===== src/dec96r_pkg.sv =====
// Package for the 96-bit decimal integer rounding block.
// Holds field widths, operation codes and the controller/datapath structs.
// No dependencies.
`timescale 1ns / 1ps
`default_nettype none

package dec96r_pkg;

  localparam int WORD_W  = 32;
  localparam int SCALE_W = 5;
  localparam int FUNC_W  = 2;
  localparam int CNT_W   = SCALE_W + 1;
  localparam int DIGIT_W = 4;

  localparam logic [FUNC_W-1:0] FUNC_TRUNC  = 2'd0;
  localparam logic [FUNC_W-1:0] FUNC_FLOOR  = 2'd1;
  localparam logic [FUNC_W-1:0] FUNC_ROUND  = 2'd2;
  localparam logic [FUNC_W-1:0] FUNC_NEGATE = 2'd3;

  typedef struct packed {
    logic load;
    logic en_hi;
    logic en_mid;
    logic en_lo;
    logic inc;
  } cmd_t;

  typedef struct packed {
    logic               neg_op;
    logic [SCALE_W-1:0] scale;
  } sts_t;

endpackage

`default_nettype wire


===== src/dec96r_ctrl.sv =====
// Controller: handshakes, step counter and sequencing of the divide wavefront.
// Depends on dec96r_pkg for the command and status structs.
`timescale 1ns / 1ps
`default_nettype none

module dec96r_ctrl (
  input  wire logic              clk,
  input  wire logic              rst,
  input  wire logic              in_valid,
  output logic                   in_ready,
  output logic                   out_valid,
  input  wire logic              out_ready,
  input  wire dec96r_pkg::sts_t  sts,
  output dec96r_pkg::cmd_t       cmd
);

  localparam int CW = dec96r_pkg::CNT_W;

  localparam logic [1:0] S_IDLE = 2'd0;
  localparam logic [1:0] S_DIV  = 2'd1;
  localparam logic [1:0] S_INC  = 2'd2;
  localparam logic [1:0] S_OUT  = 2'd3;

  logic [1:0]    state;
  logic [1:0]    state_next;
  logic [CW-1:0] cnt;
  logic [CW-1:0] cnt_next;
  logic [CW-1:0] scale_ext;
  logic [CW-1:0] scale_end;
  logic          in_acc;

  assign scale_ext = {1'b0, sts.scale};
  assign scale_end = scale_ext + CW'(1);
  assign in_ready  = (state == S_IDLE);
  assign out_valid = (state == S_OUT);
  assign in_acc    = in_valid && in_ready;

  always_comb begin
    cmd.load   = in_acc;
    cmd.inc    = (state == S_INC);
    cmd.en_hi  = (state == S_DIV) && !sts.neg_op && (cnt < scale_ext);
    cmd.en_mid = (state == S_DIV) && !sts.neg_op && (cnt != '0) &&
                 (cnt <= scale_ext);
    cmd.en_lo  = (state == S_DIV) && !sts.neg_op && (cnt >= CW'(2)) &&
                 (cnt <= scale_end);
  end

  always_comb begin
    state_next = state;
    cnt_next   = cnt;
    unique case (state)
      S_IDLE: begin
        cnt_next = '0;
        if (in_acc) begin
          state_next = S_DIV;
        end
      end
      S_DIV: begin
        cnt_next = cnt + CW'(1);
        if (sts.neg_op || (cnt == scale_end)) begin
          state_next = S_INC;
        end
      end
      S_INC: begin
        state_next = S_OUT;
      end
      S_OUT: begin
        if (out_ready) begin
          state_next = S_IDLE;
        end
      end
      default: begin
        state_next = S_IDLE;
      end
    endcase
  end

  always_ff @(posedge clk) begin
    if (rst) begin
      state <= S_IDLE;
      cnt   <= '0;
    end else begin
      state <= state_next;
      cnt   <= cnt_next;
    end
  end

`ifndef SYNTHESIS
  a_acc_starts_div: assert property (@(posedge clk) disable iff (rst)
    in_acc |=> (state == S_DIV) && (cnt == '0))
    else $error("accepted item did not start the divide sequence");

  a_inc_alone: assert property (@(posedge clk) disable iff (rst)
    cmd.inc |-> !(cmd.en_hi || cmd.en_mid || cmd.en_lo || cmd.load))
    else $error("increment overlaps a divide step or load");

  a_negate_no_div: assert property (@(posedge clk) disable iff (rst)
    sts.neg_op |-> !(cmd.en_hi || cmd.en_mid || cmd.en_lo))
    else $error("divide step issued for negate");

  a_cnt_bound: assert property (@(posedge clk) disable iff (rst)
    (state == S_DIV) |-> (cnt <= scale_end))
    else $error("step counter ran past the scale");

  a_inc_then_out: assert property (@(posedge clk) disable iff (rst)
    cmd.inc |=> out_valid && !in_ready)
    else $error("result not presented after increment step");
`endif

endmodule

`default_nettype wire


===== config.mk =====
export PLATFORM = sky130hd
export DESIGN_NAME = dec96r_ctrl
export DESIGN_NICKNAME = d
export VERILOG_FILES = /design/src/dec96r_pkg.sv /design/src/dec96r_ctrl.sv
export SDC_FILE = /design/constraint.sdc
export NUM_CORES = 1
export LEC_CHECK = 0
export ABC_AREA = 1
export BUFFER_PORTS_ARGS = -buffer_cell sky130_fd_sc_hd__clkbuf_2
export CAP_MARGIN = 20
export CORE_ASPECT_RATIO = 1.4
export CORE_MARGIN = 5
export CORE_UTILIZATION = 45
export DETAILED_ROUTE_END_ITERATION = 12
export GPL_TIMING_DRIVEN = 1
export HOLD_SLACK_MARGIN = 0.06
export PLACE_DENSITY = 0.7
export SLEW_MARGIN = 25
export SYNTH_ARGS = -nofsm -noshare
export SYNTH_HDL_FRONTEND = slang
export SYNTH_SLANG_ARGS = --single-unit

===== constraint.sdc =====
create_clock -name clk -period 1.5 [get_ports clk]
set_input_delay 0.3 -clock clk [delete_from_list [all_inputs] [get_ports clk]]
set_output_delay 0.3 -clock clk [all_outputs]
set_load 0.005 [all_outputs]

Word level (Yosys, flattened, before mapping)
Cells that the tools add are included.
Widths: inputs -> output; s select.
{"block": "classes", "n_addsub": 2, "magnitude_cmp": 4, "eq_ne": 7, "mux": 5, "reduce_logical": 13}
{"op": "$pmux 6 s2", "n": 1}
{"op": "$pmux 2 s4", "n": 1}
{"op": "$logic_and 1x1->1", "n": 7}
{"op": "$add 5x1->6 const B", "n": 1}
{"op": "$add 6x1->6 const B", "n": 1}
{"op": "$eq 6x6->1", "n": 1}
{"op": "$ge 6x2->1 const B", "n": 1}
{"op": "$le 6x5->1", "n": 1}
{"op": "$le 6x6->1", "n": 1}
{"op": "$lt 6x5->1", "n": 1}
{"op": "$mux 2", "n": 3}
{"op": "$ne 2x1->1 const B", "n": 3}
{"op": "$reduce_bool 6->1", "n": 1}
{"op": "$eq 2x2->1 const B", "n": 2}
{"op": "$reduce_and 3->1", "n": 1}
{"op": "$eq 2x1->1 const B", "n": 1}
{"op": "$logic_not 2->1", "n": 1}
{"op": "$reduce_bool 2->1", "n": 1}
{"op": "$logic_not 1->1", "n": 1}
{"op": "$logic_or 1x1->1", "n": 1}
{"block": "word_totals", "ff_bits": 8, "in_bits": 10, "out_inout_bits": 7, "wordCells": 33}

Logic depth before layout (Yosys ltp)
Gate-level depths: netlist (run 1).
{"block": "logic_depth", "depth_word": 5, "ltp_mapped": 11, "mapped_depth_nobuf": 11}

Least setup slack after synthesis (run 1)
Ideal clock, no wire load.
{"block": "synth_timing", "kind": "input to output", "startpoint": "in sts[0] (netlist bit)", "endpoint": "out cmd[1] (netlist bit)", "arrival_ns": 1.375, "slack_ns": -0.175, "stages": 8, "cell_sequence": "ha_1 nand3_1 xor2_1 ha_1 nand2_1 nor2_1 nand2_1 a21oi_1"}
{"item": "from (decl)", "line": "dec96r_ctrl.sv:13", "rtl": "input wire dec96r_pkg::sts_t sts,"}
{"item": "to (decl)", "line": "dec96r_ctrl.sv:14", "rtl": "output dec96r_pkg::cmd_t cmd"}

==> reports/qor.yml, run 1 <==
timing:
  period_needed_ps: 1890
  timing.fmax_mhz: 528
  fin_crit_sh_pct: 126
  fin_ws_ps: -394
  slew-limit-headroom_pct: 82.8
  rsz0062_at_grt: "yes"
  worst_slew_pin_slew_ps: 256
  final-hold-violation-count: 0
  report.final.slew_viol_count: 0
  clock_skew_ps: 11.9
  whs_ps: 202
  setup_viol: 5
final_layout:
  n_antenna_cell: 0
  seqCellArea_um2: 173
  drive_gt1_share_pct: 39.9
  n_fill_cell: 166
  syn2layout_area_growth_pct: 43.0
  multiInputGateArea_um2: 743
  nNetsFinal: 194
logic_synthesis:
  syn_area_per_cell_um2: 6.82
  synth_fp_nets: 160
  ys_ff_latch: 8
  async_flop_share_pct: 0
  ys_warn_count: 0
  synth_edf_count: 0
  synth_cell_type_count: 20
  synth.area.top_cells: "ha_1 (27%), dfxtp_1 (18%), inv_1 (11%)"
  yosys.area.top_type: "ha_1"
  synth_top_area_share_pct: 26.6
  yosys-top-cells-count: "inv_1 (25), nand2_1 (25), ha_1 (19), nor2_1 (13), nand3_1 (11)"
  synth-seq-area-share_pct: 17.9
  postSynthCellCount: 131
  synth_ff_type: "dfxtp_1"
  synth_area_um2: 893
grt:
  grt_max_degree: 6
  grt-ovfl-total: 0
  first_global_vias: 992
  top_usage_layer: "met2"
  globalRouteMet2Util_pct: 34.1
  antenna_found_initial: 0
  met1_usage_pct: 14.8
  grt_pass1_wl_mm: 3.83
  grt.met3_usage_pct: 2.02
  grt_use_total_pct: 17.2
floorplan:
  die_h_um: 62.7
  die-area_um2: 2990
  pin_count: 17
  start_util_pct: 46.4
  fp.dieW_um: 47.7
  rows: 19
  coreArea_um2: 1930
worst_setup_path:
  cpMaxStageDelayCell: "ha_1"
  path_max_fanout: 3
  crit_required_ps: 1200
  start_kind: "input port"
  arrival_ps: 1590
  cp_top_family: "adder cells"
  crit_type: "input port to output pin"
  path_cells: "buf_8 > ha_4 > nand3_2 > xor2_1 > ha_1 > nand2_2 > o21bai_1 > nand3_1 > a21oi_2 > buf_2"
  crit_path_max_incr_delay_ps: 260
  end_kind: "output pin"
  crit_buf_inv: 2
power_and_ir_drop:
  ir_drop_uv: 709
  p_comb_share_pct: 63.4
  p_int_uw: 711
  power.total_uw: 1280
  p_switching_uw: 566
  switching_share_pct: 44.3
  p_clk_share_pct: 13.7
  pwr-share-seq_pct: 23.0
  power.density_nw_per_um2: 1000
  power.leakage_uw: 0.000657
clocking:
  cts-root-buf: "clkbuf_4"
  clk_latency_ps: 270
  clk_pin_slew_worst_paths_ps: 60
  cts_buffer_depth: 2
  htree_levels: 1
  hold_buffers: 0
  clkSinkCount: 8
  cts_inserted_buffers: 3
  tritoncts: "yes"
drt:
  routed-via-count: 947
  first_pass_iters: 4
  vias_per_cell: 5.15
  ant_nets: 0
  drt_wl_total_mm: 2.34
  post-route-drc-count: 0
  first_iter_violations: 8
  post_drt_wl_per_cell_um: 12.7
outcome:
  violations: "negative setup slack"
  status: "finished, violations left"
placed_design:
  dp_hpwl_mm: 1.82
  numPortBuffers: 16
  gp_congestion: 0.791
run:
  drv_cap: 0
min_path:
  hold_class: "input port to register"
## flip-flops by register name, indices dropped and copies added (netlist names)
| register | flops |
|---|---|
| cnt | 6 |
| state | 2 |
## worst reg2reg max path, delay by kind of cell, from the launching register on
family / cells / cell delay [ps]
fa+ha+maj: 1 / 290
flops: 1 / 360
simple gates: 7 / 570
buf+inv: 1 / 130
## final timing paths
path                            cells past startpoint     start  slack (ps)  endpoint
worst max-delay path                               10    sts[0]        -390    cmd[1]
worst min-delay path                                2       rst         200    cnt[3]
worst max register to register                      9    cnt[3]          30  state[0]
worst min register to register                      2  state[0]         530  state[0]
## logic make-up after synthesis
| group | count (synthesis) | synth area share [%] |
|---|---|---|
| AO/OA/AOI/OAI | 13 | 9.24 |
| XOR/XNOR | 4 | 3.92 |
| adder cells (fa/ha/maj) | 19 | 26.6 |
| buffers and inverters | 27 | 11.8 |
| flip-flops | 8 | 17.9 |
| AND/OR/NAND/NOR | 60 | 30.5 |
## power groups by stage
stage | sequential, µW | combinational (µW) | clock [µW]
after floorplan | 298 | 490 | 0
after global placement | 291 | 729 | 0
after detailed placement | 295 | 750 | 0
after CTS | 298 | 794 | 173
after global routing | 298 | 902 | 188
final | 293 | 809 | 175
## what timing repair did
action / in CTS / in global routing
pin swaps: 9 / 8
setup buffers: 4 / 0
resized for setup: 20 / 14
setup endpoints to repair: 6 / 6
## stage by stage
step	TNS (ps)	worst slack (ps)	instances	util, %	cell area (µm²)
5_1_grt	-1350	-464	184	66.3	1280
4_1_cts	-1010	-402	184	64.6	1240
3_3_place_gp	-1570	-402	177	56.8	1090
3_5_place_dp	-1890	-492	177	56.8	1090
2_1_floorplan	-126	-113	131	-	920
6_report	-965	-394	184	66.3	1280
## metal layers
layer  up-vias  wire, µm
met4         0        58
met1       437       816
met3         7        80
li1        480         -
met2        23      1380
met5         -         0
## cells in the final DEF, fill, tap and decap left out, types with 4 or more instances in the layout
cell      netlist  routed
nor2_1         13      11
nand3_1        11       8
clkbuf_2        0      12
a21oi_1         7       5
nand2_2         3       6
ha_4            0       5
ha_1           19      13
dfxtp_2         0       4
inv_1          25      24
buf_4           1      13
nand2_1        25      22
## layout make-up
cell class / count / share of cell area (%)
sequential: 8 / 13.5
inverter: 26 / 7.64
multi-input combinational: 96 / 58.2
tap: 21 / 2.06
clock buffer: 3 / 1.76
timing repair buffer: 30 / 16.8
Note: power is estimated with default switching activity, not from simulation.
==> run 2: changes to the inputs <==
Settings changed: CORE_MARGIN 5 to unset, CTS_CLUSTER_DIAMETER set to 80, REMOVE_ABC_BUFFERS set to 1.
==> run 2 against run 1 <==
  * The run still ends with negative setup slack left
  * Total power is 0.12% higher
  * Largest power group unchanged
  * Wire length fell by 3.4%
  * Setup slack better by 23 ps
  * Flip-flop and latch count unchanged
  * Die area fell by 27%
  * Combinational power barely moved
  * Global-route usage rose by 5.1 points
  * Fmax rose by 1.2%
  * Largest cell class unchanged
  * Design area rose by 2.3%
  * Worst hold slack improved by 14 ps
  * Via count fell by 1.9%
  * Clock skew decreased by 7.6 ps
==> reports/qor.yml, run 2 (synthesis gave the netlist of run 1 again) <==
power_and_ir_drop:
  p_clk_share_pct: 13.2
  power.density_nw_per_um2: 978
  ir_drop_uv: 814
  pwr-share-seq_pct: 23.7
  power.leakage_uw: 0.000660
  p_switching_uw: 568
  switching_share_pct: 44.5
  power.total_uw: 1280
  p_comb_share_pct: 63.2
  p_int_uw: 710
final_layout:
  syn2layout_area_growth_pct: 46.4
  top_register: "cnt"
  fin_cells: 180
  final_util_pct: 71.7
  drive_gt1_share_pct: 43.8
  nNetsFinal: 191
  largestRegisters: "cnt x6, state x2"
  most-common-layout-cells: "inv_1 (22), nand2_1 (21), ha_1 (12), nor2_1 (11), clkbuf_2 (11)"
  n_antenna_cell: 0
  final_common_cell: "inv_1"
  largest_reg_flops: 6
drt:
  ant_nets: 0
  drt_wl_total_mm: 2.26
  vias_per_cell: 5.16
  post_drt_wl_per_cell_um: 12.5
  first_pass_iters: 4
  post-route-drc-count: 0
  first_iter_violations: 11
  routed-via-count: 929
floorplan:
  coreArea_um2: 1820
  pin_count: 17
  fp.dieW_um: 39.7
  die-area_um2: 2170
  die_h_um: 54.7
  start_util_pct: 49.0
  rows: 18
grt:
  grt-ovfl-total: 0
  grt_use_total_pct: 22.3
  grt_max_degree: 6
  grt_pass1_wl_mm: 3.31
  antenna_found_initial: 0
  first_global_vias: 870
clocking:
  tritoncts: "yes"
  hold_buffers: 0
  cts_inserted_buffers: 3
  cts-root-buf: "clkbuf_4"
  clk_pin_slew_worst_paths_ps: 60
  htree_levels: 1
  clk_latency_ps: 260
  clkSinkCount: 8
  cts_buffer_depth: 2
worst_setup_path:
  r2r_cells: 9
  start_kind: "input port"
  path_max_fanout: 3
  cpMaxStageDelayCell: "ha_1"
  path_cells: "clkbuf_2 > nand3_2 > xor2_1 > ha_1 > nand2_1 > inv_1 > o21bai_4 > nand3_2 > a21oi_2 > buf_2"
  arrival_ps: 1570
  crit_required_ps: 1200
  crit_top_cell: "nand3_2"
  end_kind: "output pin"
  crit_path_max_incr_delay_ps: 300
  crit_type: "input port to output pin"
run:
  drv_cap: 0
timing:
  clock_skew_ps: 4.24
  timing.fmax_mhz: 534
  fin_ws_ps: -371
  worst_slew_pin_slew_ps: 266
  period_needed_ps: 1870
  setup_viol: 5
  setup_tns_ps: -792
  slew-limit-headroom_pct: 82.1
  rsz0062_at_grt: "yes"
  report.final.slew_viol_count: 0
  final-hold-violation-count: 0
  fin_crit_sh_pct: 125
outcome:
  violations: "negative setup slack"
  status: "finished, violations left"
placed_design:
  dp.cells: 177
  numPortBuffers: 16
  gp_congestion: 0.756
  dp_hpwl_mm: 1.70
min_path:
  holdPathStages: 2
  hold_class: "input port to register"
==> run 2: cell types whose count changed in the layout (fill, tap and decap cells not counted), moves of 2 or more <==
cell | before | now
buf_2 | 1 | 3
nand2_4 | 0 | 3
nand3_1 | 8 | 5
dfxtp_2 | 4 | 2
nand2_2 | 6 | 4
inv_2 | 2 | 4
buf_4 | 13 | 10
inv_1 | 24 | 22
nand3_2 | 3 | 6
==> run 2: worst paths after layout <==
| check | startpoint | slack [ps] | to |
|---|---|---|---|
| worst max-delay path | sts[2] | -370 | cmd[1] |
| worst min-delay path | rst | 220 | cnt[3] |
| worst max register to register | cnt[3] | 50 | state[1] |
| worst min register to register | state[0] | 530 | state[0] |
==> run 2: power by group through the flow <==
stage	Sequential [µW]	Combinational (µW)	Clock, µW
floorplan	298	461	0
global placement	294	687	0
CTS	305	782	172
detailed placement	299	714	0
finish	303	808	168
global route	309	910	177
==> run 2: timing repair <==
item | CTS | global route
buffers inserted | 1 | 0
pin swaps | 12 | 15
endpoints found under the setup margin | 6 | 6
gates resized for setup | 30 | 20
==> run 2: metal layers <==
metal | GRT usage (%) | up-vias | routed length (µm)
met5 | 0 | - | 0
met2 | 47.0 | 26 | 1300
met3 | 1.22 | 5 | 71
met1 | 20.4 | 421 | 859
met4 | 8.62 | 0 | 31
li1 | - | 477 | -
==> run 2: area by class of cell <==
type / count / area (µm²)
multi-input combinational: 96 / 802
fill: 172 / 517
timing repair buffer: 27 / 186
sequential: 8 / 174
inverter: 26 / 97.6
tap: 20 / 25.0
clock buffer: 3 / 22.5
==> run 2: worst max-delay path, delay by kind of cell <==
family,cells,cell delay (ps)
adder cells (fa/ha/maj),1,300
AND/OR/NAND/NOR,3,270
AO/OA/AOI/OAI,2,240
buffers and inverters,3,300
XOR/XNOR,1,150
==> run 2: per-stage QoR <==
step	hold slack, ps	instance area, µm²	worst slack [ps]
global route	224	1310	-476
detailed placement	491	1070	-528
floorplan	379	886	-175
CTS	211	1240	-441
global placement	491	1070	-396
finish	216	1310	-371
==> run 3: changes to the inputs <==
==> constraint.sdc (replaced) <==
create_clock -name clk -period 1.5 [get_ports clk]
set_input_delay 0 -clock clk [delete_from_list [all_inputs] [get_ports clk]]
set_output_delay 0 -clock clk [all_outputs]
set_load 0.005 [all_outputs]
==> run 3 against run 2 <==
  * The run now ends clean
  * Clock power down 4%
  * Flip-flop and latch count unchanged
  * Sequential share of layout area up 2.2 points
  * Largest cell class unchanged
==> reports/qor.yml, run 3 (synthesis gave the netlist of run 1 again) <==
worst_setup_path:
  r2r_cells: 8
  r2r-start: "state[1]"
  rrSetupSlack_ps: 160
  arrival_ps: 1440
  r2r_end: "state[0]"
  start_kind: "register"
  crit_required_ps: 1500
  end_kind: "output pin"
  path_max_fanout: 5
  crit_type: "register to output pin"
clocking:
  clk_latency_ps: 250
  cts_inserted_buffers: 3
  htree_levels: 1
  cts-root-buf: "clkbuf_4"
  clkSinkCount: 8
  tritoncts: "yes"
  clk_pin_slew_worst_paths_ps: 50
  cts_buffer_depth: 2
timing:
  rsz0062_at_grt: "yes"
  period_needed_ps: 1440
  report.final.slew_viol_count: 0
  timing.fmax_mhz: 695
  fin_crit_sh_pct: 95.9
  slew-limit-headroom_pct: 83.3
  clock_skew_ps: 1.71
  setup_viol: 0
  worst_slew_pin_slew_ps: 248
  final-hold-violation-count: 0
  fin_ws_ps: 62.1
grt:
  first_global_vias: 784
  antenna_found_initial: 0
  grt_use_total_pct: 19.1
  grt_pass1_wl_mm: 2.83
  grt_max_degree: 8
  grt-ovfl-total: 0
placed_design:
  dp.cells: 167
  gp_congestion: 0.747
  dp_hpwl_mm: 1.53
  dpl_cell_area_um2: 998
  pre_cts_ws_ps: -1.91
  numPortBuffers: 16
min_path:
  worstHoldStart: "out_ready"
  whs_endpoint: "state[0]"
  holdPathStages: 5
  hold_class: "input port to register"
final_layout:
  most-common-layout-cells: "inv_1 (24), nand2_1 (24), ha_1 (15), clkbuf_2 (15), nor2_1 (11)"
  syn2layout_area_growth_pct: 26.3
  n_fill_cell: 174
  nNetsFinal: 183
  largestRegisters: "cnt x6, state x2"
  n_antenna_cell: 0
  fin_cells: 172
  fin_area_um2: 1130
  top_register: "cnt"
  largest_reg_flops: 6
  drive_gt1_share_pct: 30.3
outcome:
  status: "finished clean"
drt:
  first_iter_violations: 8
  vias_per_cell: 4.96
  post_drt_wl_per_cell_um: 11.1
  routed-via-count: 853
  drt_wl_total_mm: 1.91
  ant_nets: 0
  post-route-drc-count: 0
  first_pass_iters: 4
floorplan:
  die_h_um: 54.7
  die-area_um2: 2170
  fp.dieW_um: 39.7
  rows: 18
  pin_count: 17
  start_util_pct: 49.0
  coreArea_um2: 1820
run:
  drv_cap: 0
power_and_ir_drop:
  power.leakage_uw: 0.000593
  ir_drop_uv: 723
  power.density_nw_per_um2: 1030
run 3: what timing repair did:
item	CTS	global route
pin swaps	0	2
setup buffers	0	1
resized for setup	6	17
endpoints found under the hold margin	1	0
setup endpoints to repair	3	5
hold buffers	1	0
run 3: where the power goes:
part / total (µW) / switching, µW / leakage [µW] / internal, µW
registers: 321 / 55.3 / 0.0000687 / 266
logic: 679 / 396 / 0.000510 / 283
clock network: 162 / 70.3 / 0.0000138 / 91.3
run 3: layout make-up:
| type | instances | area (µm²) | share of cell area, % |
|---|---|---|---|
| clock buffers | 3 | 22.5 | 2.00 |
| well taps | 20 | 25.0 | 2.22 |
| inverters | 26 | 97.6 | 8.65 |
| multi-input cells | 96 | 703 | 62.3 |
| repair buffers | 19 | 105 | 9.31 |
| flip-flops and latches | 8 | 175 | 15.5 |
run 3: worst max-delay path by stage:
stage	start	to	slack, ps	depth (start not counted)
3_5_place_dp	sts[0]	state[1]	-2	12
6_report	cnt[3]	cmd[1]	60	7
3_3_place_gp	sts[0]	state[0]	50	12
2_1_floorplan	sts[0]	state[0]	260	11
4_1_cts	cnt[5]	cmd[1]	0.5	6
5_1_grt	cnt[4]	cmd[2]	-30	6
run 3: layer usage:
layer | routed length, µm | part of all wire [%] | track usage [%]
met5 | 0 | 0 | 0
met4 | 21 | 1.1 | 6.32
met3 | 52 | 2.7 | 4.07
met2 | 1080 | 57 | 38.8
met1 | 749 | 39 | 17.3
run 3: worst max-delay path, stage by stage, from the launching register on:
cell and delay, ps:
dfxtp_4 370, ha_4 240, nand2_1 50, inv_1 40, o21bai_1 130, nand3_1 100
a21oi_2 130, buf_2 120
run 3: through the flow:
step	TNS [ps]	hold WS (ps)	util, %	total power (µW)
3_5_place_dp	-1.91	192	54.7	935
2_1_floorplan	0	34.2	-	759
5_1_grt	-33.9	201	61.9	1270
6_report	0	195	61.9	1160
3_3_place_gp	0	187	54.7	911
4_1_cts	0	178	57.6	1140
